===== src/grid_jump_point_search_assert.svh =====
// Assertion macros for the grid jump point search RTL.
// Depends on nothing; included inside module bodies.
`ifndef GRID_JUMP_POINT_SEARCH_ASSERT_SVH
`define GRID_JUMP_POINT_SEARCH_ASSERT_SVH
// Implication checked every clock, ignored while reset is high.
`define GJPS_ASSERT_IMP(label, clk, rst, ante, cons) \
  label: assert property (@(posedge clk) disable iff (rst) (ante) |-> (cons)) \
    else $error("assertion failed");
// Next-cycle implication.
`define GJPS_ASSERT_NXT(label, clk, rst, ante, cons) \
  label: assert property (@(posedge clk) disable iff (rst) (ante) |=> (cons)) \
    else $error("assertion failed");
`endif


===== src/gjps_pkg.sv =====
// Shared types and constants for the grid jump point search block.
// Depends on nothing.
package gjps_pkg;
  localparam int GridWidthDef  = 256;
  localparam int GridHeightDef = 256;
  localparam int StepW         = 9;
  localparam logic [StepW-1:0] StepLimitRst = 9'd256;

  localparam logic OP_WRITE = 1'b0;
  localparam logic OP_QUERY = 1'b1;

  // Direction codes; north is decreasing row, east increasing column.
  localparam logic [2:0] DIR_N  = 3'd0;
  localparam logic [2:0] DIR_S  = 3'd1;
  localparam logic [2:0] DIR_E  = 3'd2;
  localparam logic [2:0] DIR_W  = 3'd3;
  localparam logic [2:0] DIR_NE = 3'd4;
  localparam logic [2:0] DIR_SE = 3'd5;
  localparam logic [2:0] DIR_NW = 3'd6;
  localparam logic [2:0] DIR_SW = 3'd7;

  // Sequencer states. A step probe is issued in a cycle with rvalid low and its
  // data is seen in the following cycle.
  typedef enum logic [3:0] {
    S_IDLE,
    S_CLEAR,
    S_WSTEP,   // straight walk: probe next cell
    S_WSIDE,   // straight walk: probe four side cells
    S_DSTEP,   // diagonal walk: probe next cell
    S_DSIDE,   // diagonal walk: probe four side cells
    S_DONE
  } state_t;

  typedef struct packed {
    logic signed [13:0] x;
    logic signed [13:0] y;
  } coord_t;

  function automatic logic signed [1:0] dir_dx(input logic [2:0] d);
    case (d) inside
      DIR_E, DIR_NE, DIR_SE: dir_dx = 2'sd1;
      DIR_W, DIR_NW, DIR_SW: dir_dx = -2'sd1;
      default:               dir_dx = 2'sd0;
    endcase
  endfunction

  function automatic logic signed [1:0] dir_dy(input logic [2:0] d);
    case (d) inside
      DIR_N, DIR_NE, DIR_NW: dir_dy = -2'sd1;
      DIR_S, DIR_SE, DIR_SW: dir_dy = 2'sd1;
      default:               dir_dy = 2'sd0;
    endcase
  endfunction
endpackage


===== src/gjps_walk.sv =====
// Walk sequencer: straight and diagonal scans by single-cell reads of the
// bitmap. Depends on gjps_pkg and the assertion header.
module gjps_walk #(
  parameter int GRID_WIDTH  = gjps_pkg::GridWidthDef,
  parameter int GRID_HEIGHT = gjps_pkg::GridHeightDef,
  localparam int AW = $clog2(GRID_WIDTH * GRID_HEIGHT)
) (
  input  logic                      clk,
  input  logic                      rst,
  input  logic                      start,
  input  logic                      operation,
  input  logic [7:0]                cell_x,
  input  logic [7:0]                cell_y,
  input  logic                      passable,
  input  logic [2:0]                direction,
  input  logic [7:0]                goal_x,
  input  logic [7:0]                goal_y,
  input  logic [gjps_pkg::StepW-1:0] step_limit,
  output logic                      busy,
  output logic                      done,
  output logic                      found,
  output logic [7:0]                jump_x,
  output logic [7:0]                jump_y,
  output logic                      we,
  output logic [AW-1:0]             waddr,
  output logic                      wdata,
  output logic [AW-1:0]             raddr,
  input  logic                      rdata
);
  import gjps_pkg::*;
  `include "grid_jump_point_search_assert.svh"

  localparam int NCELL = GRID_WIDTH * GRID_HEIGHT;

  state_t state, state_next;

  // Query context.
  logic signed [1:0]  ddx, ddy;          // outer direction
  coord_t             gpos;
  // Outer diagonal position and step count.
  coord_t             dpos;
  logic [StepW:0]     dstep;
  // Active straight scan.
  coord_t             spos;
  logic signed [1:0]  sdx, sdy;
  logic [StepW:0]     sstep;
  logic               nested;   // straight scan runs inside the diagonal walk
  logic               phase;    // 0 vertical component, 1 horizontal
  logic [2:0]         probe;    // side probes issued so far
  logic [2:0]         side;     // captured side cell bits
  logic               rvalid;   // a probe was issued last cycle
  logic [AW-1:0]      clr;
  logic               res_found;
  coord_t             res;

  // Next cells of both walks and the decisions shared by the two blocks.
  coord_t s_nxt, d_nxt;
  logic   lim_s, lim_d, s_goal, d_goal, forced;

  // Address of a coordinate, with an out-of-grid flag.
  function automatic logic in_grid(input coord_t c);
    in_grid = (c.x >= 0) && (c.y >= 0) && (c.x < GRID_WIDTH) && (c.y < GRID_HEIGHT);
  endfunction
  function automatic logic [AW-1:0] addr_of(input coord_t c);
    logic [31:0] a;
    a = 32'(c.y) * 32'(GRID_WIDTH) + 32'(c.x);
    addr_of = a[AW-1:0];
  endfunction

  // Probe coordinate and in-grid flag.
  coord_t pc;
  logic   pc_in;
  logic   pc_in_q;
  logic   cell_ok;   // probed cell open
  assign cell_ok = rdata && pc_in_q;

  always_comb begin
    s_nxt.x = spos.x + sdx;
    s_nxt.y = spos.y + sdy;
    d_nxt.x = dpos.x + ddx;
    d_nxt.y = dpos.y + ddy;
  end

  assign lim_s  = (sstep >= {1'b0, step_limit});
  assign lim_d  = (dstep >= {1'b0, step_limit});
  assign s_goal = (s_nxt == gpos);
  assign d_goal = (d_nxt == gpos);
  assign forced = (!side[0] && side[1]) || (!side[2] && cell_ok);

  // Side probe coordinates for the current cell.
  coord_t cur;
  logic signed [1:0] px, py;
  assign cur = (state == S_DSIDE || state == S_DSTEP) ? dpos : spos;
  always_comb begin
    pc = cur;
    px = 2'sd0; py = 2'sd0;
    if (state == S_WSIDE) begin
      // perpendicular offset (sx, sy)
      px = (sdx == 0) ? 2'sd1 : 2'sd0;
      py = (sdx == 0) ? 2'sd0 : 2'sd1;
      unique case (probe[1:0])
        2'd0: begin pc.x = spos.x - px; pc.y = spos.y - py; end
        2'd1: begin pc.x = spos.x - px + sdx; pc.y = spos.y - py + sdy; end
        2'd2: begin pc.x = spos.x + px; pc.y = spos.y + py; end
        default: begin pc.x = spos.x + px + sdx; pc.y = spos.y + py + sdy; end
      endcase
    end else if (state == S_DSIDE) begin
      unique case (probe[1:0])
        2'd0: begin pc.x = dpos.x; pc.y = dpos.y - ddy; end
        2'd1: begin pc.x = dpos.x + ddx; pc.y = dpos.y - ddy; end
        2'd2: begin pc.x = dpos.x - ddx; pc.y = dpos.y; end
        default: begin pc.x = dpos.x - ddx; pc.y = dpos.y + ddy; end
      endcase
    end else if (state == S_WSTEP) begin
      pc = s_nxt;
    end else if (state == S_DSTEP) begin
      pc = d_nxt;
    end
    pc_in = in_grid(pc);
  end

  always_comb begin
    we    = 1'b0;
    waddr = clr;
    wdata = 1'b0;
    if (state == S_CLEAR) begin
      we = 1'b1;
    end else if (state == S_IDLE && start && operation == OP_WRITE &&
                 32'(cell_x) < 32'(GRID_WIDTH) && 32'(cell_y) < 32'(GRID_HEIGHT)) begin
      we    = 1'b1;
      waddr = AW'(32'(cell_y) * 32'(GRID_WIDTH) + 32'(cell_x));
      wdata = passable;
    end
    raddr = pc_in ? addr_of(pc) : '0;
  end

  assign busy = (state != S_IDLE);

  // Next state. Side probes finish when the fourth word is back (probe 4).
  always_comb begin
    state_next = state;
    unique case (state) inside
      S_CLEAR: begin
        if (clr == AW'(NCELL - 1)) state_next = S_IDLE;
      end
      S_IDLE: begin
        if (start) begin
          if (operation == OP_WRITE) state_next = S_DONE;
          else state_next = direction[2] ? S_DSTEP : S_WSTEP;
        end
      end
      S_WSTEP: begin
        if (!rvalid) begin
          if (lim_s) begin
            if (!nested || sstep != '0) state_next = S_DONE;
            else if (phase) state_next = S_DSTEP;
          end
        end else if (!cell_ok) begin
          if (!nested) state_next = S_DONE;
          else if (phase) state_next = S_DSTEP;
        end else if (s_goal) begin
          state_next = S_DONE;
        end else begin
          state_next = S_WSIDE;
        end
      end
      S_WSIDE, S_DSIDE: begin
        if (rvalid && probe == 3'd4) state_next = forced ? S_DONE : S_WSTEP;
      end
      S_DSTEP: begin
        if (!rvalid) begin
          if (lim_d) state_next = S_DONE;
        end else if (!cell_ok || d_goal) begin
          state_next = S_DONE;
        end else begin
          state_next = S_DSIDE;
        end
      end
      S_DONE: state_next = S_IDLE;
      default: state_next = S_IDLE;
    endcase
  end

  always_ff @(posedge clk) begin
    pc_in_q <= pc_in;
    if (rst) begin
      state  <= S_CLEAR;
      clr    <= '0;
      rvalid <= 1'b0;
      done   <= 1'b0;
      found  <= 1'b0;
      jump_x <= '0;
      jump_y <= '0;
    end else begin
      state <= state_next;
      done  <= 1'b0;
      unique case (state) inside
        S_CLEAR: begin
          clr <= clr + 1'b1;
        end
        S_IDLE: begin
          rvalid <= 1'b0;
          if (start) begin
            res_found <= 1'b0;
            res <= '0;
            if (operation == OP_QUERY) begin
              ddx <= dir_dx(direction); ddy <= dir_dy(direction);
              gpos.x <= 14'(goal_x); gpos.y <= 14'(goal_y);
              dpos.x <= 14'(cell_x); dpos.y <= 14'(cell_y);
              spos.x <= 14'(cell_x); spos.y <= 14'(cell_y);
              sdx <= dir_dx(direction); sdy <= dir_dy(direction);
              dstep <= '0; sstep <= '0;
              nested <= 1'b0;
            end
          end
        end
        S_WSTEP: begin
          if (!rvalid) begin
            if (lim_s) begin
              // limit spent: straight walk ends on the last cell reached
              if (!nested) begin
                res_found <= (sstep != '0); res <= spos;
              end else if (sstep == '0 && !phase) begin
                phase <= 1'b1; spos <= dpos; sdx <= ddx; sdy <= 2'sd0;
              end
            end else begin
              rvalid <= 1'b1;
            end
          end else begin
            rvalid <= 1'b0;
            if (!cell_ok) begin
              if (nested) begin
                if (!phase) begin
                  phase <= 1'b1; spos <= dpos; sdx <= ddx; sdy <= 2'sd0; sstep <= '0;
                end
              end else begin
                res_found <= 1'b0; res <= '0;
              end
            end else begin
              spos <= s_nxt;
              sstep <= sstep + 1'b1;
              if (!nested) begin res_found <= 1'b1; res <= s_nxt; end
              probe <= '0;
            end
          end
        end
        S_WSIDE, S_DSIDE: begin
          if (!rvalid) begin
            rvalid <= 1'b1;
            probe <= probe + 1'b1;
          end else if (probe == 3'd4) begin
            rvalid <= 1'b0;
            if (!forced && state == S_DSIDE) begin
              // diagonal: run vertical component scan
              nested <= 1'b1; phase <= 1'b0;
              spos <= dpos; sdx <= 2'sd0; sdy <= ddy; sstep <= '0;
            end
          end else begin
            // data here belongs to the probe issued last cycle
            side[probe[1:0] - 2'd1] <= cell_ok;
            probe <= probe + 1'b1;
          end
        end
        S_DSTEP: begin
          nested <= 1'b0;
          if (!rvalid) begin
            if (!lim_d) rvalid <= 1'b1;
          end else begin
            rvalid <= 1'b0;
            if (!cell_ok) begin
              res_found <= 1'b0; res <= '0;
            end else begin
              dpos <= d_nxt;
              res_found <= 1'b1; res <= d_nxt;
              dstep <= dstep + 1'b1;
              probe <= '0;
            end
          end
        end
        S_DONE: begin
          done   <= 1'b1;
          found  <= res_found;
          jump_x <= res_found ? res.x[7:0] : 8'd0;
          jump_y <= res_found ? res.y[7:0] : 8'd0;
        end
        default: ;
      endcase
    end
  end

  `GJPS_ASSERT_NXT(a_done_pulse, clk, rst, done, !done)
  `GJPS_ASSERT_IMP(a_idle_accept, clk, rst, start && !busy, state == S_IDLE)
  `GJPS_ASSERT_NXT(a_done_after, clk, rst, state == S_DONE, done && state == S_IDLE)
  `GJPS_ASSERT_IMP(a_nofound_zero, clk, rst, done && !found, jump_x == 8'd0 && jump_y == 8'd0)
endmodule


===== config.mk =====
export PLATFORM = sky130hd
export DESIGN_NAME = gjps_walk
export DESIGN_NICKNAME = d
export VERILOG_FILES = /design/src/gjps_pkg.sv /design/src/gjps_walk.sv
export VERILOG_INCLUDE_DIRS = /design/src /design/src/src
export SDC_FILE = /design/constraint.sdc
export NUM_CORES = 1
export LEC_CHECK = 0
export BUFFER_PORTS_ARGS = -buffer_cell sky130_fd_sc_hd__buf_4
export CORE_MARGIN = 1.5
export CORE_UTILIZATION = 45
export DETAILED_ROUTE_END_ITERATION = 12
export GPL_ROUTABILITY_DRIVEN = 0
export PLACE_DENSITY = 0.72
export SLEW_MARGIN = 20
export SYNTH_ARGS = -nofsm -noshare
export SYNTH_HDL_FRONTEND = slang
export SYNTH_SLANG_ARGS = --single-unit

===== constraint.sdc =====
create_clock -name clk -period 14.3 [get_ports clk]
set_clock_uncertainty 0.15 [all_clocks]
set_input_delay 2.145 -clock clk [delete_from_list [all_inputs] [get_ports clk]]
set_output_delay 2.145 -clock clk [all_outputs]
set_load 0.01 [all_outputs]

# Yosys cells after proc, flatten, opt, wreduce, memory -nomap -nowiden
# Index checks and enable logic that the tools add are counted.
# totals
inputBits	50
out_inout_bits	53
regBits	165
# classes
muxes	146
eq_ne	43
order_cmp	8
addsub	21
reduce_logical	53
n_bitwise	3
# ops
operator	count
28-bit two-way mux	19
28-bit case mux with 3 select lines	3
22-bit two-way mux	9
14-bit by 2-bit adder with 14-bit output	10
10-bit two-way mux	11
22-bit case mux with 3 select lines	1
28-bit by 22-bit equality test with 1-bit output	2
2-bit two-way mux	28
28-bit case mux with 2 select lines	1
14-bit by 2-bit subtractor with 14-bit output	4
16-bit two-way mux	3
4-bit two-way mux	11
1-bit two-way mux	38
32-bit logical NOT	1
10-bit case mux with 3 select lines	1
14-bit by 1-bit greater-or-equal comparator with 1-bit output (second input constant)	2
14-bit by 10-bit < comparator with 1-bit output (second input constant)	2
3-bit two-way mux	8
2-bit inequality test (second input constant)	12
3-bit inequality test (second input constant)	8
12-bit AND reduction	2
10-bit by 1-bit adder with 10-bit output (second input constant)	2
10-bit by 9-bit greater-or-equal comparator with 1-bit output	2
10-bit case mux with 2 select lines	1
48 further kinds	93

# Depth between registers and ports, before layout
# logic_depth
depth_word	12
ltp_mapped	26
mapped_depth_nobuf	26

# Worst setup path before layout
# Ideal clock, no wire load.
# synth_timing
path_type	register to output
start	reg sdx[1]
end	out raddr[15]
n_path_buf	0
setup_slack_ps	6638
t_arrival_ps	5367
stages_incl_launch_ff	27
required_time_ps	12005
cell_sequence	edfxtp_1 nor2_1 inv_1 nor2_1 ha_1 nor3b_1 nand3_1 o21ai_0 xor2_1 ha_1 a2111oi_0 o21ai_1 nand4_1 mux2i_1 and3_1 inv_1 a32o_1 ha_1 a21o_1 a21oi_1 nor2b_1 o21a_1 o21ai_0 nand2b_1 a21oi_1 xnor2_1 nor3_2
# synth_via
elab_chain_len	11
word_cells_on_any_way	25
# synth_lines
element	line_no	source
from (decl)	gjps_walk.sv:45	logic signed [1:0] sdx, sdy;
from (signal assigned)	gjps_walk.sv:211	sdx <= dir_dx(direction); sdy <= dir_dy(direction);
32-bit logical NOT	gjps_walk.sv:99, gjps_walk.sv:100	
1-bit two-way mux, on equally long branches	gjps_walk.sv:99, gjps_walk.sv:100	
14-bit by 2-bit adder with 14-bit output or 14-bit by 2-bit subtractor with 14-bit output (tied branches)	-	
14-bit by 2-bit adder with 14-bit output, on equally long branches	gjps_walk.sv:105, gjps_walk.sv:103	
28-bit case mux with 3 select lines	gjps_walk.sv:101	unique case (probe[1:0])
28-bit two-way mux (*)	gjps_walk.sv:97	if (state == S_WSIDE) begin
14-bit by 1-bit greater-or-equal comparator with 1-bit output	gjps_walk.sv:62	in_grid = (c.x >= 0) && (c.y >= 0) && (c.x < GRID_WIDTH) && (c.y < GRID_HEIGHT);
1-bit logical AND (3 in series)	gjps_walk.sv:62	
16-bit two-way mux (*)	gjps_walk.sv:134	raddr = pc_in ? addr_of(pc) : '0;
to (decl)	gjps_walk.sv:27	output logic [AW-1:0] raddr,
# Mark *: on every way between the ends. The rest lies on a longest branch, timed or not.

# Worst setup path in the final report
# Same ends and word-level chain as after synthesis.

==> flow_metrics.py <==
metrics = {
    "outcome": {
        "outcome": "finished, final reports clean",
    },
    "pwr": {
        "p_per_area_mw_per_mm2": 63.09,
        "total_power_w": 0.001232,
        "vdd_drop_max_mv": 0.08656,
        "leakagePower_nw": 7.689,
    },
    "synthesis": {
        "syn_area_mm2": 0.01772,
        "async_reset_ff_frac": 0,
        "synth-seq-cells": 165,
        "synth_ff_type": "edfxtp_1",
        "yosysSeqAreaShare": 0.2570,
        "synth_cell_types": 106,
        "ys_warn_count": 0,
        "syn_area_per_cell_um2": 8.110,
        "synthCells": 2185,
        "synth-edff-count": 125,
        "synth_fp_nets": 2390,
    },
    "setup_path": {
        "crit_start": "sdx[1]",
        "r2r_slack_ns": 8.72,
        "rr_worst_depth": 19,
        "path_max_fanout": 16,
        "start_kind": "register",
        "regToRegStartpoint": "sdx[1]",
        "worstSetupPathType": "reg2out",
        "worstPathArrival_ns": 6.62,
        "cp_data_required_time_ns": 12.01,
        "cp-end-kind": "output port",
        "r2r-end": "pc_in_q",
    },
    "placed_design": {
        "placed_cell_area_mm2": 0.01891,
        "portBuffers": 102,
        "dp_slack_ns": 5.716,
        "post-dp-hpwl_um": 48560,
    },
    "hold_path": {
        "hold_start": "jump_x[4]",
        "min_path_cells": 2,
        "hold_path_end": "jump_x[4]",
        "hold_path_class": "reg2reg",
    },
    "clock_tree": {
        "cts_resized": 0,
        "max-clock-path-buffers": 2,
        "numCtsBuffers": 17,
        "ctsHoldBuffers": 0,
        "cts_tree": "built",
        "clk_pin_slew_ns": 0.07,
        "root_buffer": "clkbuf_16",
        "cts_setup_buffers": 0,
        "cts.sinks": 165,
        "worstSkewPairLatency_ns": 0.46,
        "ctsHtreeMaxLevel": 4,
    },
    "final_layout": {
        "final_area_mm2": 0.01952,
        "layout-drive-gt1-share": 0.1106,
        "n_antenna_cell": 0,
        "utilization": 0.5039,
        "syn2layout_area_growth_pct": 10.16,
        "layout.nets": 2426,
    },
    "routing": {
        "wire_per_inst_um": 23.30,
        "vias": 18010,
        "vias_per_cell": 6.543,
        "drtAntennaViolNets": 0,
        "drc": 0,
        "drt_iter0_drc": 2482,
        "wl_um": 64110,
        "firstDrtPassIters": 8,
    },
    "timing": {
        "hold_viol": 0,
        "rsz0062_at_grt": "no",
        "fmax_mhz": 112.1,
        "period_needed_ns": 8.919,
        "setup_viol": 0,
        "fin_crit_sh": 0.6237,
        "tightest_slew_ns": 1.096,
        "slew_violations": 0,
        "setup_ws_ns": 5.381,
        "slew-limit-headroom": 0.2504,
        "tns_ns": 0,
    },
    "flow_run": {
        "max-cap-violations": 0,
    },
    "die": {
        "floorplan.io_pins": 103,
        "die_area_mm2": 0.04058,
        "coreArea_mm2": 0.03874,
        "die_w_um": 201.4,
        "die_h_um": 201.4,
        "initial_core_util": 0.4574,
        "rows": 72,
    },
    "grt": {
        "grt_max_degree": 56,
        "antenna_found_initial": 1,
        "grt_pass1_wl_um": 98320,
        "grt_pass1_vias": 16790,
        "gr-usage-all-layers": 0.3119,
        "grt_remaining_overflow": 0,
    },
}
-- layer usage --
layer  vias to the layer above  part of all wire  global-route usage
li1                       8153                 -                   -
met1                      8409              0.38              0.4083
met2                      1199              0.41              0.4450
met3                       244              0.14              0.1035
met4                         0             0.068              0.1836
met5                         -                 0                   0
-- registers in the layout (all words and copies together), names as in the netlist, 3 cells and up --
signal and cells:
clr 16, state 4, dpos 28, sstep 10, gpos 16, dstep 10, side 3, spos 28
probe 3, jump_x 8, jump_y 8, res 16
-- placed cells by master, fill, tap and decap left out, drive strengths merged, types with 45 or more instances in the layout --
cell      n
o21ai   128
nand2   227
nor3     51
a21oi   162
inv      99
a211oi   45
nand3    85
ha      146
edfxtp  125
xor2     86
buf     131
nor2    220
xnor2   105
-- worst max-delay path: stages, from the launching register on --
cell       delay [ns]
edfxtp_1         0.70
nor2_1           0.41
inv_1            0.18
nor2_1           0.13
ha_1             0.21
nor3b_1          0.53
nand3_1          0.13
o21ai_0          0.12
xor2_1           0.17
ha_1             0.30
a2111oi_0        0.38
o21ai_1          0.19
nand4_1          0.15
mux2i_1          0.18
and3_1           0.18
nor2_1           0.05
a32o_1           0.30
ha_1             0.32
a21o_1           0.16
a21oi_1          0.20
nor2b_1          0.11
o21a_1           0.19
o21ai_0          0.22
nand2b_1         0.08
a21oi_1          0.19
xnor2_1          0.16
nor3_2           0.05
buf_4            0.17
-- layout make-up --
cell class | instances | area (um2)
multi-input combinational | 1815 | 12400
clock inverter | 11 | 106.4
fill | 3704 | 19220
timing repair buffer | 131 | 991.0
sequential | 165 | 4554
inverter | 91 | 341.6
clock buffer | 21 | 483.0
tap | 518 | 648.1
-- cells in the mapped netlist, types with 31 or more instances --
cell / count / area (um2)
a21oi_1: 160 / 800.8
nor2_1: 220 / 825.8
nand2b_1: 32 / 200.2
inv_1: 89 / 334.1
xor2_1: 85 / 744.5
clkbuf_1: 77 / 289.0
xnor2_1: 105 / 919.6
edfxtp_1: 125 / 3754
nor2b_1: 31 / 193.9
nor3_1: 44 / 220.2
nand3_1: 85 / 425.4
dfxtp_1: 40 / 800.8
o21ai_0: 116 / 580.6
nand2_1: 226 / 848.3
a21o_1: 39 / 292.8
ha_1: 146 / 1827
a211oi_1: 42 / 315.3
-- kinds of logic (layout without fill, tap and decap cells) --
kind of cell	Yosys count	in the layout	synth area share
buffers and inverters	205	254	0.04618
muxes	34	34	0.02062
DFF	165	165	0.2570
and+or+nand+nor	800	800	0.2219
AOI/OAI and AO/OA	633	633	0.2447
adders and majority gates	155	155	0.1133
xor gates and xnor gates	192	192	0.09610
other	1	1	0.0002116
-- worst max path at each step --
stage / to / cells past startpoint / slack, ns
2_1_floorplan: raddr[15] / 26 / 6.64
3_3_place_gp: raddr[15] / 27 / 5.96
3_5_place_dp: raddr[15] / 27 / 5.72
4_1_cts: raddr[15] / 27 / 5.20
5_1_grt: raddr[15] / 27 / 4.66
6_report: raddr[15] / 27 / 5.38
-- through the flow --
step	instances	hold slack (ns)
final	2752	0.3012
after global routing	2752	0.3278
after CTS	2751	0.3052
after detailed placement	2719	0.2950
after global placement	2719	0.2915
after floorplan	2185	0.3262
-- report_power, final --
group | total, W | switching (W) | internal [W]
Combinational | 0.000219 | 0.000133 | 0.0000863
Clock | 0.000474 | 0.000223 | 0.000251
Sequential | 0.000539 | 0.0000169 | 0.000522
Power figures use the tool's default switching activity.
